<file path="src/sv/hcr_pkg.sv">
// Shared types and constants for the height color ramp block.
// No dependencies; imported by every module of the block but hcr_fifo.
package hcr_pkg;

  localparam int HCR_FRACTION_BITS = 8;    // default ramp fraction width
  localparam int HEIGHT_W          = 32;   // height and register width
  localparam int MIN_SPAN          = 10;   // narrower spans paint everything blue
  localparam int SEG_SCALE         = 40000; // 4 segments * 10000
  localparam int STRETCH_DEN       = 10001;
  localparam int SCALE_W           = 16;   // SEG_SCALE fits in 16 bits
  localparam int STRETCH_W         = 14;   // STRETCH_DEN fits in 14 bits
  localparam int REM_W             = 48;   // holds num and 2*den
  localparam int MID_DEPTH         = 4;    // queue between front and back
  localparam int CFG_IDX_W         = 1;
  localparam int STOP_COUNT        = 5;
  localparam int STOP_IDX_W        = 3;
  localparam int STOP_LOW          = 0;
  localparam int STOP_HIGH         = 4;

  typedef enum logic [CFG_IDX_W-1:0] {
    CFG_LOW_HEIGHT  = 1'b0,
    CFG_HIGH_HEIGHT = 1'b1
  } cfg_reg_t;

  // How the front classified a height.
  typedef enum logic [1:0] {
    CLS_NARROW,  // span too small
    CLS_BELOW,   // under low_height
    CLS_ABOVE,   // over high_height
    CLS_RANGE    // inside, needs the ramp
  } cls_t;

  typedef struct packed {
    cls_t                  cls;
    logic [HEIGHT_W-1:0]   dz;   // height - low_height, valid for CLS_RANGE
  } item_t;

  typedef struct packed {
    logic [7:0] red;
    logic [7:0] green;
    logic [7:0] blue;
  } rgb_t;

  typedef struct packed {
    rgb_t col;
    logic clamped;
  } result_t;

  localparam rgb_t RAMP_STOPS [STOP_COUNT] = '{
    '{8'd0,   8'd0,   8'd255},   // blue
    '{8'd0,   8'd255, 8'd255},   // cyan
    '{8'd0,   8'd255, 8'd0},     // green
    '{8'd255, 8'd255, 8'd0},     // yellow
    '{8'd255, 8'd0,   8'd0}      // red
  };

endpackage

</file>
<file path="src/sv/hcr_fifo.sv">
// Small register-based queue used between front and back and at the output.
// Depends on nothing; generic over width and depth.
module hcr_fifo #(
  parameter int W     = 8,
  parameter int DEPTH = 4
) (
  input  logic                           clk,
  input  logic                           rst_n,
  input  logic                           push,
  input  logic [W-1:0]                   din,
  input  logic                           pop,
  output logic [W-1:0]                   dout,
  output logic                           empty,
  output logic [$clog2(DEPTH+1)-1:0]     count
);

  localparam int PW = (DEPTH > 1) ? $clog2(DEPTH) : 1;
  localparam int CW = $clog2(DEPTH+1);

  logic [W-1:0]  mem_r [DEPTH];
  logic [PW-1:0] wr_ptr_r, wr_ptr_nxt;
  logic [PW-1:0] rd_ptr_r, rd_ptr_nxt;
  logic [CW-1:0] count_r, count_nxt;
  logic          do_pop;

  assign do_pop = pop && (count_r != '0);
  assign empty  = (count_r == '0);
  assign count  = count_r;
  assign dout   = mem_r[rd_ptr_r];

  always_comb begin
    wr_ptr_nxt = wr_ptr_r;
    rd_ptr_nxt = rd_ptr_r;
    count_nxt  = count_r;
    if (push) begin
      wr_ptr_nxt = (wr_ptr_r == PW'(DEPTH-1)) ? '0 : wr_ptr_r + PW'(1);
    end
    if (do_pop) begin
      rd_ptr_nxt = (rd_ptr_r == PW'(DEPTH-1)) ? '0 : rd_ptr_r + PW'(1);
    end
    if (push && !do_pop) begin
      count_nxt = count_r + CW'(1);
    end else if (!push && do_pop) begin
      count_nxt = count_r - CW'(1);
    end
  end

  always_ff @(posedge clk) begin
    if (!rst_n) begin
      wr_ptr_r <= '0;
      rd_ptr_r <= '0;
      count_r  <= '0;
    end else begin
      wr_ptr_r <= wr_ptr_nxt;
      rd_ptr_r <= rd_ptr_nxt;
      count_r  <= count_nxt;
    end
  end

  always_ff @(posedge clk) begin
    if (push) begin
      mem_r[wr_ptr_r] <= din;
    end
  end

  a_no_overflow: assert property (@(posedge clk) disable iff (!rst_n)
    (count_r == CW'(DEPTH)) |-> !push)
    else $error("push into a full queue");

  a_count_step: assert property (@(posedge clk) disable iff (!rst_n)
    (push && !do_pop) |=> (count_r == $past(count_r) + CW'(1)))
    else $error("queue count did not follow a lone push");

endmodule

</file>
<file path="src/sv/hcr_front.sv">
// Front end: takes heights, classifies them against the configured range.
// Depends on hcr_pkg; feeds the middle queue read by hcr_back.
module hcr_front (
  input  logic                                        clk,
  input  logic                                        rst_n,
  input  logic                                        push,
  input  logic signed [hcr_pkg::HEIGHT_W-1:0]         height,
  input  logic signed [hcr_pkg::HEIGHT_W-1:0]         low_height,
  input  logic signed [hcr_pkg::HEIGHT_W-1:0]         high_height,
  input  logic [$clog2(hcr_pkg::MID_DEPTH+1)-1:0]     mid_count,
  output logic                                        full,
  output logic                                        item_valid,
  output hcr_pkg::item_t                              item,
  output logic [hcr_pkg::HEIGHT_W-1:0]                span
);
  import hcr_pkg::*;

  localparam int CW = $clog2(MID_DEPTH+1);
  localparam int SW = CW + 1;

  logic                       s1_v_r;
  logic signed [HEIGHT_W-1:0] z_r;
  logic                       item_v_r;
  item_t                      item_r, item_nxt;
  logic [HEIGHT_W-1:0]        span_r;
  logic signed [HEIGHT_W:0]   span_w;
  logic [HEIGHT_W-1:0]        dz_w;
  logic [SW-1:0]              credit_sum;
  logic                       accept;

  // credit: queue entries plus beats still in the front stages
  assign credit_sum = SW'(mid_count) + SW'(s1_v_r) + SW'(item_v_r);
  assign full       = (credit_sum >= SW'(MID_DEPTH));
  assign accept     = push && !full;

  assign span_w = {high_height[HEIGHT_W-1], high_height} - {low_height[HEIGHT_W-1], low_height};
  // only used inside the range, where it fits in 32 unsigned bits
  assign dz_w   = z_r - low_height;

  always_comb begin
    item_nxt.dz = dz_w;
    if (span_w < $signed((HEIGHT_W+1)'(MIN_SPAN))) begin
      item_nxt.cls = CLS_NARROW;
    end else if (z_r < low_height) begin
      item_nxt.cls = CLS_BELOW;
    end else if (z_r > high_height) begin
      item_nxt.cls = CLS_ABOVE;
    end else begin
      item_nxt.cls = CLS_RANGE;
    end
  end

  always_ff @(posedge clk) begin
    if (!rst_n) begin
      s1_v_r   <= 1'b0;
      item_v_r <= 1'b0;
    end else begin
      s1_v_r   <= accept;
      item_v_r <= s1_v_r;
    end
  end

  always_ff @(posedge clk) begin
    if (accept) begin
      z_r <= height;
    end
    item_r <= item_nxt;
    span_r <= span_w[HEIGHT_W-1:0];
  end

  assign item_valid = item_v_r;
  assign item       = item_r;
  assign span       = span_r;

endmodule

</file>
<file path="src/sv/hcr_back.sv">
// Back end: scales the offset, divides by the stretched span one quotient
// bit per stage, and blends the two neighboring ramp stops. Depends on hcr_pkg.
module hcr_back #(
  parameter int FRACTION_BITS = hcr_pkg::HCR_FRACTION_BITS,
  parameter int OUT_DEPTH     = 16
) (
  input  logic                               clk,
  input  logic                               rst_n,
  input  logic                               mid_empty,
  input  hcr_pkg::item_t                     mid_item,
  input  logic [hcr_pkg::HEIGHT_W-1:0]       span,
  input  logic [$clog2(OUT_DEPTH+1)-1:0]     out_count,
  output logic                               mid_pop,
  output logic                               res_valid,
  output hcr_pkg::result_t                   res
);
  import hcr_pkg::*;

  localparam int F  = FRACTION_BITS;
  localparam int QW = F + 2;                 // two segment bits, F fraction bits
  localparam int CW = $clog2(OUT_DEPTH+1);
  localparam int SW = CW + 1;

  localparam logic [SCALE_W-1:0]   SCALE_C   = SCALE_W'(SEG_SCALE);
  localparam logic [STRETCH_W-1:0] STRETCH_C = STRETCH_W'(STRETCH_DEN);

  logic [REM_W-1:0] den_r;
  logic             mul_v_r;
  cls_t             mul_cls_r;
  logic [REM_W-1:0] num_r;

  logic [QW-1:0]    v_r;
  logic [REM_W-1:0] rem_r [QW];
  logic [QW-1:0]    q_r   [QW];
  cls_t             cls_r [QW];

  logic [REM_W-1:0] rin_w [QW];
  logic [REM_W-1:0] dvs_w [QW];
  logic [QW-1:0]    qin_w [QW];
  logic [QW-1:0]    ge_w;

  logic [SW-1:0]    credit_sum;
  logic [QW-1:0]    q_last;
  logic [1:0]       seg;
  logic [F-1:0]     frac;
  rgb_t             stop_a, stop_b;

  function automatic logic [7:0] mix(input logic [7:0] a, input logic [7:0] b,
                                     input logic [F-1:0] f);
    logic [F+8:0] wa;
    logic [F+8:0] wb;
    logic [F+8:0] s;
    wa = (F+9)'(a) * (F+9)'((F+1)'(1 << F) - (F+1)'(f));
    wb = (F+9)'(b) * (F+9)'(f);
    s  = wa + wb;
    return s[F+7:F];
  endfunction

  // issue only when the output queue has room for everything in flight
  assign credit_sum = SW'(out_count) + SW'(mul_v_r) + SW'($countones(v_r));
  assign mid_pop    = !mid_empty && (credit_sum < SW'(OUT_DEPTH));

  // config-derived divisor, 32 x 14 bits
  always_ff @(posedge clk) begin
    den_r <= REM_W'(span) * REM_W'(STRETCH_C);
  end

  // scale stage, 32 x 16 bits
  always_ff @(posedge clk) begin
    if (!rst_n) begin
      mul_v_r <= 1'b0;
    end else begin
      mul_v_r <= mid_pop;
    end
  end

  always_ff @(posedge clk) begin
    mul_cls_r <= mid_item.cls;
    num_r     <= REM_W'(mid_item.dz) * REM_W'(SCALE_C);
  end

  // restoring divider: stage 0 tests 2*den, stage 1 den, then shift and test den
  always_comb begin
    rin_w[0] = num_r;
    dvs_w[0] = {den_r[REM_W-2:0], 1'b0};
    qin_w[0] = '0;
    for (int k = 1; k < QW; k++) begin
      if (k == 1) begin
        rin_w[k] = rem_r[k-1];
      end else begin
        rin_w[k] = {rem_r[k-1][REM_W-2:0], 1'b0};
      end
      dvs_w[k] = den_r;
      qin_w[k] = q_r[k-1];
    end
    for (int k = 0; k < QW; k++) begin
      ge_w[k] = (rin_w[k] >= dvs_w[k]);
    end
  end

  always_ff @(posedge clk) begin
    if (!rst_n) begin
      v_r <= '0;
    end else begin
      v_r <= {v_r[QW-2:0], mul_v_r};
    end
  end

  always_ff @(posedge clk) begin
    for (int k = 0; k < QW; k++) begin
      rem_r[k] <= ge_w[k] ? (rin_w[k] - dvs_w[k]) : rin_w[k];
      q_r[k]   <= {qin_w[k][QW-2:0], ge_w[k]};
    end
    cls_r[0] <= mul_cls_r;
    for (int k = 1; k < QW; k++) begin
      cls_r[k] <= cls_r[k-1];
    end
  end

  // blend
  assign q_last = q_r[QW-1];
  assign seg    = q_last[QW-1:F];
  assign frac   = q_last[F-1:0];
  assign stop_a = RAMP_STOPS[STOP_IDX_W'(seg)];
  assign stop_b = RAMP_STOPS[STOP_IDX_W'(seg) + STOP_IDX_W'(1)];

  always_comb begin
    case (cls_r[QW-1])
      CLS_NARROW: begin
        res.col     = RAMP_STOPS[STOP_LOW];
        res.clamped = 1'b0;
      end
      CLS_BELOW: begin
        res.col     = RAMP_STOPS[STOP_LOW];
        res.clamped = 1'b1;
      end
      CLS_ABOVE: begin
        res.col     = RAMP_STOPS[STOP_HIGH];
        res.clamped = 1'b1;
      end
      CLS_RANGE: begin
        res.col.red   = mix(stop_a.red,   stop_b.red,   frac);
        res.col.green = mix(stop_a.green, stop_b.green, frac);
        res.col.blue  = mix(stop_a.blue,  stop_b.blue,  frac);
        res.clamped   = 1'b0;
      end
      default: begin
        res.col     = RAMP_STOPS[STOP_LOW];
        res.clamped = 1'b0;
      end
    endcase
  end

  assign res_valid = v_r[QW-1];

  a_credit: assert property (@(posedge clk) disable iff (!rst_n)
    (SW'(out_count) + SW'(mul_v_r) + SW'($countones(v_r))) <= SW'(OUT_DEPTH))
    else $error("output queue credit overrun");

endmodule

</file>
<file path="src/sv/height_color_ramp.sv">
// Height color ramp top level: configuration registers, front, queues, back.
// Depends on hcr_pkg, hcr_fifo, hcr_front and hcr_back.
//
// Maps each height beat to an RGB color on a blue-cyan-green-yellow-red ramp
// spanning [low_height, high_height] (fixed point, 1/1000 unit). Heights outside
// that range saturate to blue or red and set out_clamped; a span under 10 paints
// every point blue with out_clamped low. One height is taken per clock and one
// color delivered per clock, sustained while pop stays high; otherwise the
// queues back up and full stalls the heights. A beat passes from acceptance to
// the result ports through two front stages, the middle queue, the scale stage,
// the divider, which resolves one quotient bit per pipeline stage (FRACTION_BITS
// + 2 stages), and the write into the result queue. Configuration writes take
// effect for beats pushed at the same edge or later, and must only be made while
// no beat is in flight. There is no clearing pass after reset.
module height_color_ramp #(
  parameter int FRACTION_BITS = hcr_pkg::HCR_FRACTION_BITS
) (
  input  logic                                  clk,
  input  logic                                  rst_n,
  // height beats
  input  logic                                  push,
  output logic                                  full,
  input  logic signed [hcr_pkg::HEIGHT_W-1:0]   in_height,
  // color beats
  output logic                                  empty,
  input  logic                                  pop,
  output logic [7:0]                            out_red,
  output logic [7:0]                            out_green,
  output logic [7:0]                            out_blue,
  output logic                                  out_clamped,
  // configuration
  input  logic                                  cfg_we,
  input  logic [hcr_pkg::CFG_IDX_W-1:0]         cfg_index,
  input  logic [hcr_pkg::HEIGHT_W-1:0]          cfg_data
);
  import hcr_pkg::*;

  // back pipeline holds the scale stage plus FRACTION_BITS + 2 divider stages
  localparam int BACK_LAT  = FRACTION_BITS + 3;
  localparam int OUT_DEPTH = 1 << $clog2(BACK_LAT + 2);

  logic signed [HEIGHT_W-1:0] low_r;
  logic signed [HEIGHT_W-1:0] high_r;

  logic                            mid_push;
  item_t                           mid_din;
  item_t                           mid_dout;
  logic                            mid_pop;
  logic                            mid_empty;
  logic [$clog2(MID_DEPTH+1)-1:0]  mid_count;
  logic [HEIGHT_W-1:0]             span;

  logic                            res_valid;
  result_t                         res;
  result_t                         out_res;
  logic [$clog2(OUT_DEPTH+1)-1:0]  out_count;

  // configuration registers
  always_ff @(posedge clk) begin
    if (!rst_n) begin
      low_r  <= '0;
      high_r <= '0;
    end else if (cfg_we) begin
      case (cfg_reg_t'(cfg_index))
        CFG_LOW_HEIGHT:  low_r  <= cfg_data;
        CFG_HIGH_HEIGHT: high_r <= cfg_data;
        default: ;
      endcase
    end
  end

  // front: accept and classify
  hcr_front u_front (
    .clk         (clk),
    .rst_n       (rst_n),
    .push        (push),
    .height      (in_height),
    .low_height  (low_r),
    .high_height (high_r),
    .mid_count   (mid_count),
    .full        (full),
    .item_valid  (mid_push),
    .item        (mid_din),
    .span        (span)
  );

  // decoupling queue between front and back
  hcr_fifo #(
    .W     ($bits(item_t)),
    .DEPTH (MID_DEPTH)
  ) u_mid_q (
    .clk   (clk),
    .rst_n (rst_n),
    .push  (mid_push),
    .din   (mid_din),
    .pop   (mid_pop),
    .dout  (mid_dout),
    .empty (mid_empty),
    .count (mid_count)
  );

  // back: divide and blend
  hcr_back #(
    .FRACTION_BITS (FRACTION_BITS),
    .OUT_DEPTH     (OUT_DEPTH)
  ) u_back (
    .clk       (clk),
    .rst_n     (rst_n),
    .mid_empty (mid_empty),
    .mid_item  (mid_dout),
    .span      (span),
    .out_count (out_count),
    .mid_pop   (mid_pop),
    .res_valid (res_valid),
    .res       (res)
  );

  // result queue; the back only issues when a slot is reserved here
  hcr_fifo #(
    .W     ($bits(result_t)),
    .DEPTH (OUT_DEPTH)
  ) u_out_q (
    .clk   (clk),
    .rst_n (rst_n),
    .push  (res_valid),
    .din   (res),
    .pop   (pop),
    .dout  (out_res),
    .empty (empty),
    .count (out_count)
  );

  assign out_red     = out_res.col.red;
  assign out_green   = out_res.col.green;
  assign out_blue    = out_res.col.blue;
  assign out_clamped = out_res.clamped;

  // a saturated beat always carries one of the end stops
  a_clamp_color: assert property (@(posedge clk) disable iff (!rst_n)
    (!empty && out_clamped) |->
      ((out_red == 8'd255 && out_green == 8'd0 && out_blue == 8'd0) ||
       (out_red == 8'd0 && out_green == 8'd0 && out_blue == 8'd255)))
    else $error("clamped beat with a color off the end stops");

endmodule

</file>
<file path="config.mk">
export PLATFORM = sky130hd
export DESIGN_NAME = height_color_ramp
export DESIGN_NICKNAME = d
export VERILOG_FILES = /design/src/sv/hcr_pkg.sv /design/src/sv/hcr_fifo.sv /design/src/sv/hcr_front.sv /design/src/sv/hcr_back.sv /design/src/sv/height_color_ramp.sv
export SDC_FILE = /design/constraint.sdc
export NUM_CORES = 2
export LEC_CHECK = 0
export ABC_AREA = 0
export BUFFER_PORTS_ARGS = -buffer_cell sky130_fd_sc_hd__buf_4
export CORE_ASPECT_RATIO = 1.5
export CORE_UTILIZATION = 25
export DETAILED_ROUTE_END_ITERATION = 10
export PLACE_DENSITY = 0.49
export SYNTH_ARGS = -nofsm -noshare
export SYNTH_HDL_FRONTEND = slang
export SYNTH_SLANG_ARGS = --single-unit
</file>
<file path="constraint.sdc">
create_clock -name clk -period 9.5 [get_ports clk]
set_input_delay 0.475 -clock clk [delete_from_list [all_inputs] [get_ports clk]]
set_output_delay 0.475 -clock clk [all_outputs]
set_load 0.05 [all_outputs]
</file>
### Word level (Yosys, flattened, before mapping)

Memories as Yosys holds them, arrays and structs flattened. A register that Yosys moved wholly into a read port is not among the register bits.
Cells that the tools add are included.

* word-level logic and storage cells: 157
* memory bits (read-only): 384
* output and inout bits: 27
* memories: 7
* register bits after elaboration: 285
* input port bits: 70
* RAM bits: 1136

* equal/unequal tests: 7
* $mul: 8
* $add $sub $neg: 38
* order comparisons: 17
* muxes and demuxes: 33
* bitwise operators: 3
* reductions and logical operators: 24

Memories
* u_back.rem_r: depth 10, bits a word 48, rd ports 9, clocked after memory_dff 0, write ports 10, RTL line hcr_back.sv:33 `logic [REM_W-1:0] rem_r [QW];`
* u_out_q.mem_r: depth 16, bits a word 25, rd ports 1, clocked after memory_dff 1, write ports 1, RTL line hcr_fifo.sv:20 `logic [W-1:0] mem_r [DEPTH];`
* (no name shown): depth 8, bits a word 24, rd ports 1, clocked after memory_dff 0, write ports 0, RTL line hcr_back.sv:125 `assign stop_b = RAMP_STOPS[STOP_IDX_W'(seg) + STOP_IDX_W'(1)];`
* (no name shown): depth 8, bits a word 24, rd ports 1, clocked after memory_dff 0, write ports 0, RTL line hcr_back.sv:124 `assign stop_a = RAMP_STOPS[STOP_IDX_W'(seg)];`
* u_mid_q.mem_r: depth 4, bits a word 34, rd ports 1, clocked after memory_dff 1, write ports 1, RTL line hcr_fifo.sv:20
* u_back.q_r: depth 10, bits a word 10, rd ports 10, clocked after memory_dff 0, write ports 10, RTL line hcr_back.sv:34 `logic [QW-1:0] q_r [QW];`
* +1 memories

Operators by type and width (count)
* 48-bit 2-to-1 mux: 10
* 48-bit by 46-bit greater-or-equal comparator with 1-bit output: 9
* 48-bit by 46-bit subtractor with 48-bit output: 9
* 25-bit case mux with 4 select lines: 1
* 24-bit 2-to-1 mux: 4
* 16-bit adder: 3
* 48-bit by 47-bit greater-or-equal comparator with 1-bit output: 1
* 8-bit by 8-bit multiplier with 16-bit output: 3
* 48-bit by 47-bit subtractor with 48-bit output: 1
* 32-bit by 14-bit multiplier with 46-bit output, second input constant: 1
* 32-bit by 10-bit multiplier with 42-bit output, second input constant: 1
* 8-bit by 17-bit multiplier with 16-bit output: 2
* 33-bit by 5-bit < comparator with 1-bit output, second input constant: 1
* 32-bit by 32-bit subtractor with 33-bit output: 1
* 32-bit greater-than comparator: 1
* 32-bit < comparator: 1
* 32-bit subtractor: 1
* 6-bit adder: 5
* 9-bit by 10-bit multiplier with 16-bit output: 1
* 4-bit 2-to-1 mux: 4
* 1-bit by 1-bit adder with 2-bit output: 5
* 5-bit 2-to-1 mux: 2
* 9-bit by 8-bit subtractor with 10-bit output, first input constant: 1
* 4-bit by 1-bit adder with 4-bit output, second input constant: 2
* other kinds (31): 60

### Longest topological paths before layout

* depth in word-level cells: 11
* depth in mapped cells: 27
* mapped depth without buffers: 25

### By module

A second synthesis with hierarchy kept.

* cell total of the unflattened synthesis: 8935
* area total of the unflattened synthesis: 91559.1 um^2

By module, submodules not included
* hcr_back: cells an instance 7046, times used 1, area an instance 61285.0 um^2
* hcr_fifo at u_out_q: cells an instance 723, times used 1, area an instance 15940.3 um^2
* hcr_front: cells an instance 698, times used 1, area an instance 6490.0 um^2
* hcr_fifo at u_mid_q: cells an instance 223, times used 1, area an instance 5405.2 um^2
* height_color_ramp: cells an instance 245, times used 1, area an instance 2438.6 um^2

### Worst setup path before layout

OpenSTA, ideal clock, no wires.

* path kind: reg2reg
* start point: memory u_back.q_r[9][0] (netlist name)
* end point: memory u_out_q.mem_r[0][24] (netlist name) (data pin)
* path slack: 2.122 ns
* data arrival time: 7.048 ns
* stages on the path, launching flop included: 27
* path buffers: 1
* setup time: 0.330 ns
* required time: 9.170 ns
* path through: dfxtp_1 > clkbuf_1 > inv_1 > ha_1 > nor3b_1 > xnor2_1 > nand2_1 > inv_1 > fa_1 > fa_1 > inv_1 > fa_1 > fa_1 > inv_1 > fa_1 > inv_1 > fa_1 > inv_1 > ha_1 > a21oi_1 > o21ai_0 > a211oi_1 > nor2_1 > o41ai_1 > o21ai_0 > xnor2_1 > o21ai_0

RTL lines (RTL line)
* start: declaration: hcr_back.sv:34
* end: declaration: hcr_fifo.sv:20

==> out/qor.txt <==
======================================================================================================
Post-synth EDFFs                                                                                   568
Number of clock sinks                                                                             1325
Final worst path period need                                                                   7.71 ns
Reg2reg end                                                                               u_out_q.mem_r[13][13]
Global routing usage on met2                                                                     0.262
Total Die Area                                                                            366000 sq um
Boundary pin count                                                                                  97
Largest fanout on the critical path                                                                 16
Crit Path Class                                                                                reg2reg
Share of async-settable or async-resettable flops after synthesis                                    0
Commonest cells in the synthesized netlist                                                1092 x inv_1, 1006 x ha_1, 757 x dfxtp_1
Count of endpoints failing hold in the final timing report                                           0
Finish-stage setup viols                                                                             0
FF+latch count, synth                                                                             1325
Outcome                                                                                      completed
Average cell area after synthesis                                                           10.2 sq um
HPWL after detailed placement                                                                   197 mm
Maximum clock path buffer count                                                                      4
Net count after synthesis                                                                        10400
Post-CTS repair timing setup buffer count                                                            0
Overall routed net length                                                                       246 mm
Number of library cell types mapped by synthesis                                                   115
Portion of the post-synthesis area used by sequential elements                                   0.354
Sum of negative setup slack                                                                       0 ns
Number of cells on the worst hold path                                                               4
Initial core utilization                                                                         0.252
Largest net degree at the start of global routing                                                   86
Origin of the worst min-delay path                                                           cfg_index
Unrepaired setup endpoints after global routing                                                     no
Placer congestion estimate                                                                       0.901
Worst slew margin relative to its limit                                                          0.268
Detailed-route vias per instance                                                                  4.57
Initial DRT Pass Iterations                                                                          5
Top-count cell post-synth                                                                        inv_1
FP Rows                                                                                            270
Root cell of the clock tree                                                                  clkbuf_16
Level count of the clock H-tree                                                                      4
NumNets Final                                                                                    10600
Depth of the worst register-to-register path                                                        21
Fraction of met1 tracks used by global routing                                                   0.132
Mapped Cells                                                                                      8925
Worst Clk Skew                                                                               0.0856 ns
Number of fillers in the final layout                                                            37700
Die boundary width                                                                              495 um
Final Max Slew Viols                                                                                 0
Met3 capacity usage during global routing                                                       0.0131
Total CTS buffers                                                                                  165
Post_cts resized                                                                                     0
Busiest layer in global routing                                                                   met2
Cell types occupying the most area after synthesis                                        edfxtp_1 19%, dfxtp_1 17%, ha_1 14%
Number of routed nets with antenna violations                                                        0
Count of buffers inserted at the top-level ports                                                    96
Core Footprint                                                                            361000 sq um
CP Data Required Time                                                                          9.97 ns
Ratio of cells with drive above 1 in the final layout                                           0.0862
Number of global-route vias before repair                                                        67700
Die span in y                                                                                   741 um
Number of antenna violations at the first check in global routing                                    5
Overall routing resource usage                                                                   0.133
Global-route congestion overflow total                                                               0
Startpoint Class                                                                              register
Hold Crit Endpoint                                                                           low_r[25]
Dominant cell type by area after synthesis                                                    edfxtp_1
Post-synthesis instance area                                                               91000 sq um
DRC violation total after the first TritonRoute iteration                                         2542
Number of violations of the max-capacitance limit                                                    0
Clock Latency Late Sink                                                                        0.85 ns
Arr. time, crit path                                                                           8.18 ns
First-pass GRT wire length                                                                      380 mm
Ratio of final minimum period to clock period                                                    0.812
Startpoint of the most critical register-to-register path                                 u_back.q_r[9][2]
Layout overhead on the synthesized area                                                          13.7%
Minimum setup slack among reg-to-reg paths                                                     1.79 ns
Achievable frequency                                                                           130 MHz
Post-route DRC violation count                                                                       0
Class of the most critical hold timing path                                                     in2reg
TritonCTS clock tree                                                                              done
Sort of element at the end of the critical path                                               register
Measured slew at the worst slew-check pin                                                      1.07 ns
Area fraction of the dominant cell type after synthesis                                          0.187
Count of vias placed by the detailed router                                                      63900
Average wire per cell in the routed design                                                     17.6 um
Ys Warns                                                                                             0
Commonest register cell after synthesis                                                        dfxtp_1
Clock transition at the register clock pins on the worst setup and hold paths after CTS        0.06 ns
======================================================================================================
==> area by class of cell <==
class	instances	area [sq um]	share of cell area
Clock buffer	227	4650	0.0450
Inverter	1098	4120	0.0399
Sequential cell	1325	32200	0.312
Tap cell	4760	5960	0.0576
Clock inverter	65	688	0.00666
Antenna cell	6	15.0	0.000145
Timing Repair Buffer	247	2030	0.0197
Multi-Input combinational cell	6279	53700	0.519
==> kinds of logic (layout without fill, tap and decap cells) <==
logic type,count (synthesis),count (layout),share of synthesized area
DFF,1325,1325,0.354
buffers and inverters,1321,1637,0.0564
and+or+nand+nor,1908,1908,0.0991
other,0,6,0
adders and majority gates,1452,1452,0.236
xor gates and xnor gates,531,531,0.0511
AOI/OAI and AO/OA,2130,2130,0.151
muxes,258,258,0.0520
==> routing by layer <==
layer / vias to the layer above / wire, um
met4: 0 / 15900
met2: 967 / 134000
met1: 30700 / 91300
li1: 31800 / -
met5: - / 0
met3: 522 / 5600
==> worst max-delay path by stage <==
stage | start | endpoint | slack, ns | cells past startpoint
after floorplan | u_back.q_r[9][0] | u_out_q.mem_r[0][24] | 2.12 | 26
after global placement | u_back.q_r[9][0] | u_out_q.mem_r[8][24] | 1.70 | 26
after detailed placement | u_back.q_r[9][0] | u_out_q.mem_r[11][24] | 1.75 | 26
after CTS | u_back.q_r[9][0] | u_out_q.mem_r[11][24] | 1.73 | 26
after global routing | u_back.q_r[9][0] | u_out_q.mem_r[11][24] | 1.22 | 26
final | u_back.q_r[9][2] | u_out_q.mem_r[13][13] | 1.79 | 21
==> registers in the layout (all words and copies together) (netlist names), 32 cells and up, named ones only <==
signal / count
u_back.den_r: 46
u_out_q.mem_r: 400
u_front.item: 34
u_back.rem_r: 423
high_r: 32
u_front.span: 32
u_mid_q.mem_r: 136
u_back.q_r: 55
low_r: 32
u_front.z_r: 32
u_back.num_r: 42
==> placed cells by master, fill, tap and decap left out, types with 108 or more instances in the layout <==
| cell type | count |
|---|---|
| inv_1 | 1092 |
| ha_1 | 1006 |
| dfxtp_1 | 752 |
| a21oi_1 | 669 |
| nand2_1 | 668 |
| edfxtp_1 | 568 |
| o21ai_0 | 468 |
| nor2_1 | 452 |
| fa_1 | 445 |
| xnor2_1 | 336 |
| a21o_1 | 324 |
| xor2_1 | 195 |
| buf_4 | 180 |
| clkbuf_16 | 168 |
| mux4_2 | 159 |
| nand3_1 | 135 |
| nor3_1 | 108 |
==> stage by stage <==
step           cells  cell area, sq um  hold slack, ns  setup WS (ns)   util
3_5_place_dp   13600             97400           0.312           1.75  0.270
5_1_grt        14000            103000          0.0764           1.22  0.286
6_report       14000            103000          0.0858           1.79  0.286
3_3_place_gp   13600             97400           0.310           1.70  0.270
4_1_cts        14000            103000          0.0290           1.73  0.286
2_1_floorplan   8925             91000           0.310           2.12      -
==> critical path, stage by stage (launching register included) <==
cell and delay [ns]:
dfxtp_1 0.37, nor3_1 0.36, nand2b_1 0.11, or4b_2 0.69, nor2_1 0.49, inv_1 0.21
fa_1 0.52, fa_1 0.50, inv_1 0.05, fa_1 0.48, fa_1 0.50, fa_1 0.49
inv_1 0.05, fa_1 0.47, inv_1 0.04, ha_1 0.30, or3_1 0.11, o21ai_0 0.10
nor3b_1 0.44, nor2_1 0.13, xnor2_1 0.16, nor2_1 0.76
==> repair_timing <==
action | 4_1_cts | 5_1_grt
hold buffers | 66 | 0
endpoints found under the hold margin | 98 | 0
setup endpoints to repair | 0 | 0
Power is not shown: default switching activity piles up to over one toggle a cycle in this logic, so the estimate is an artifact.
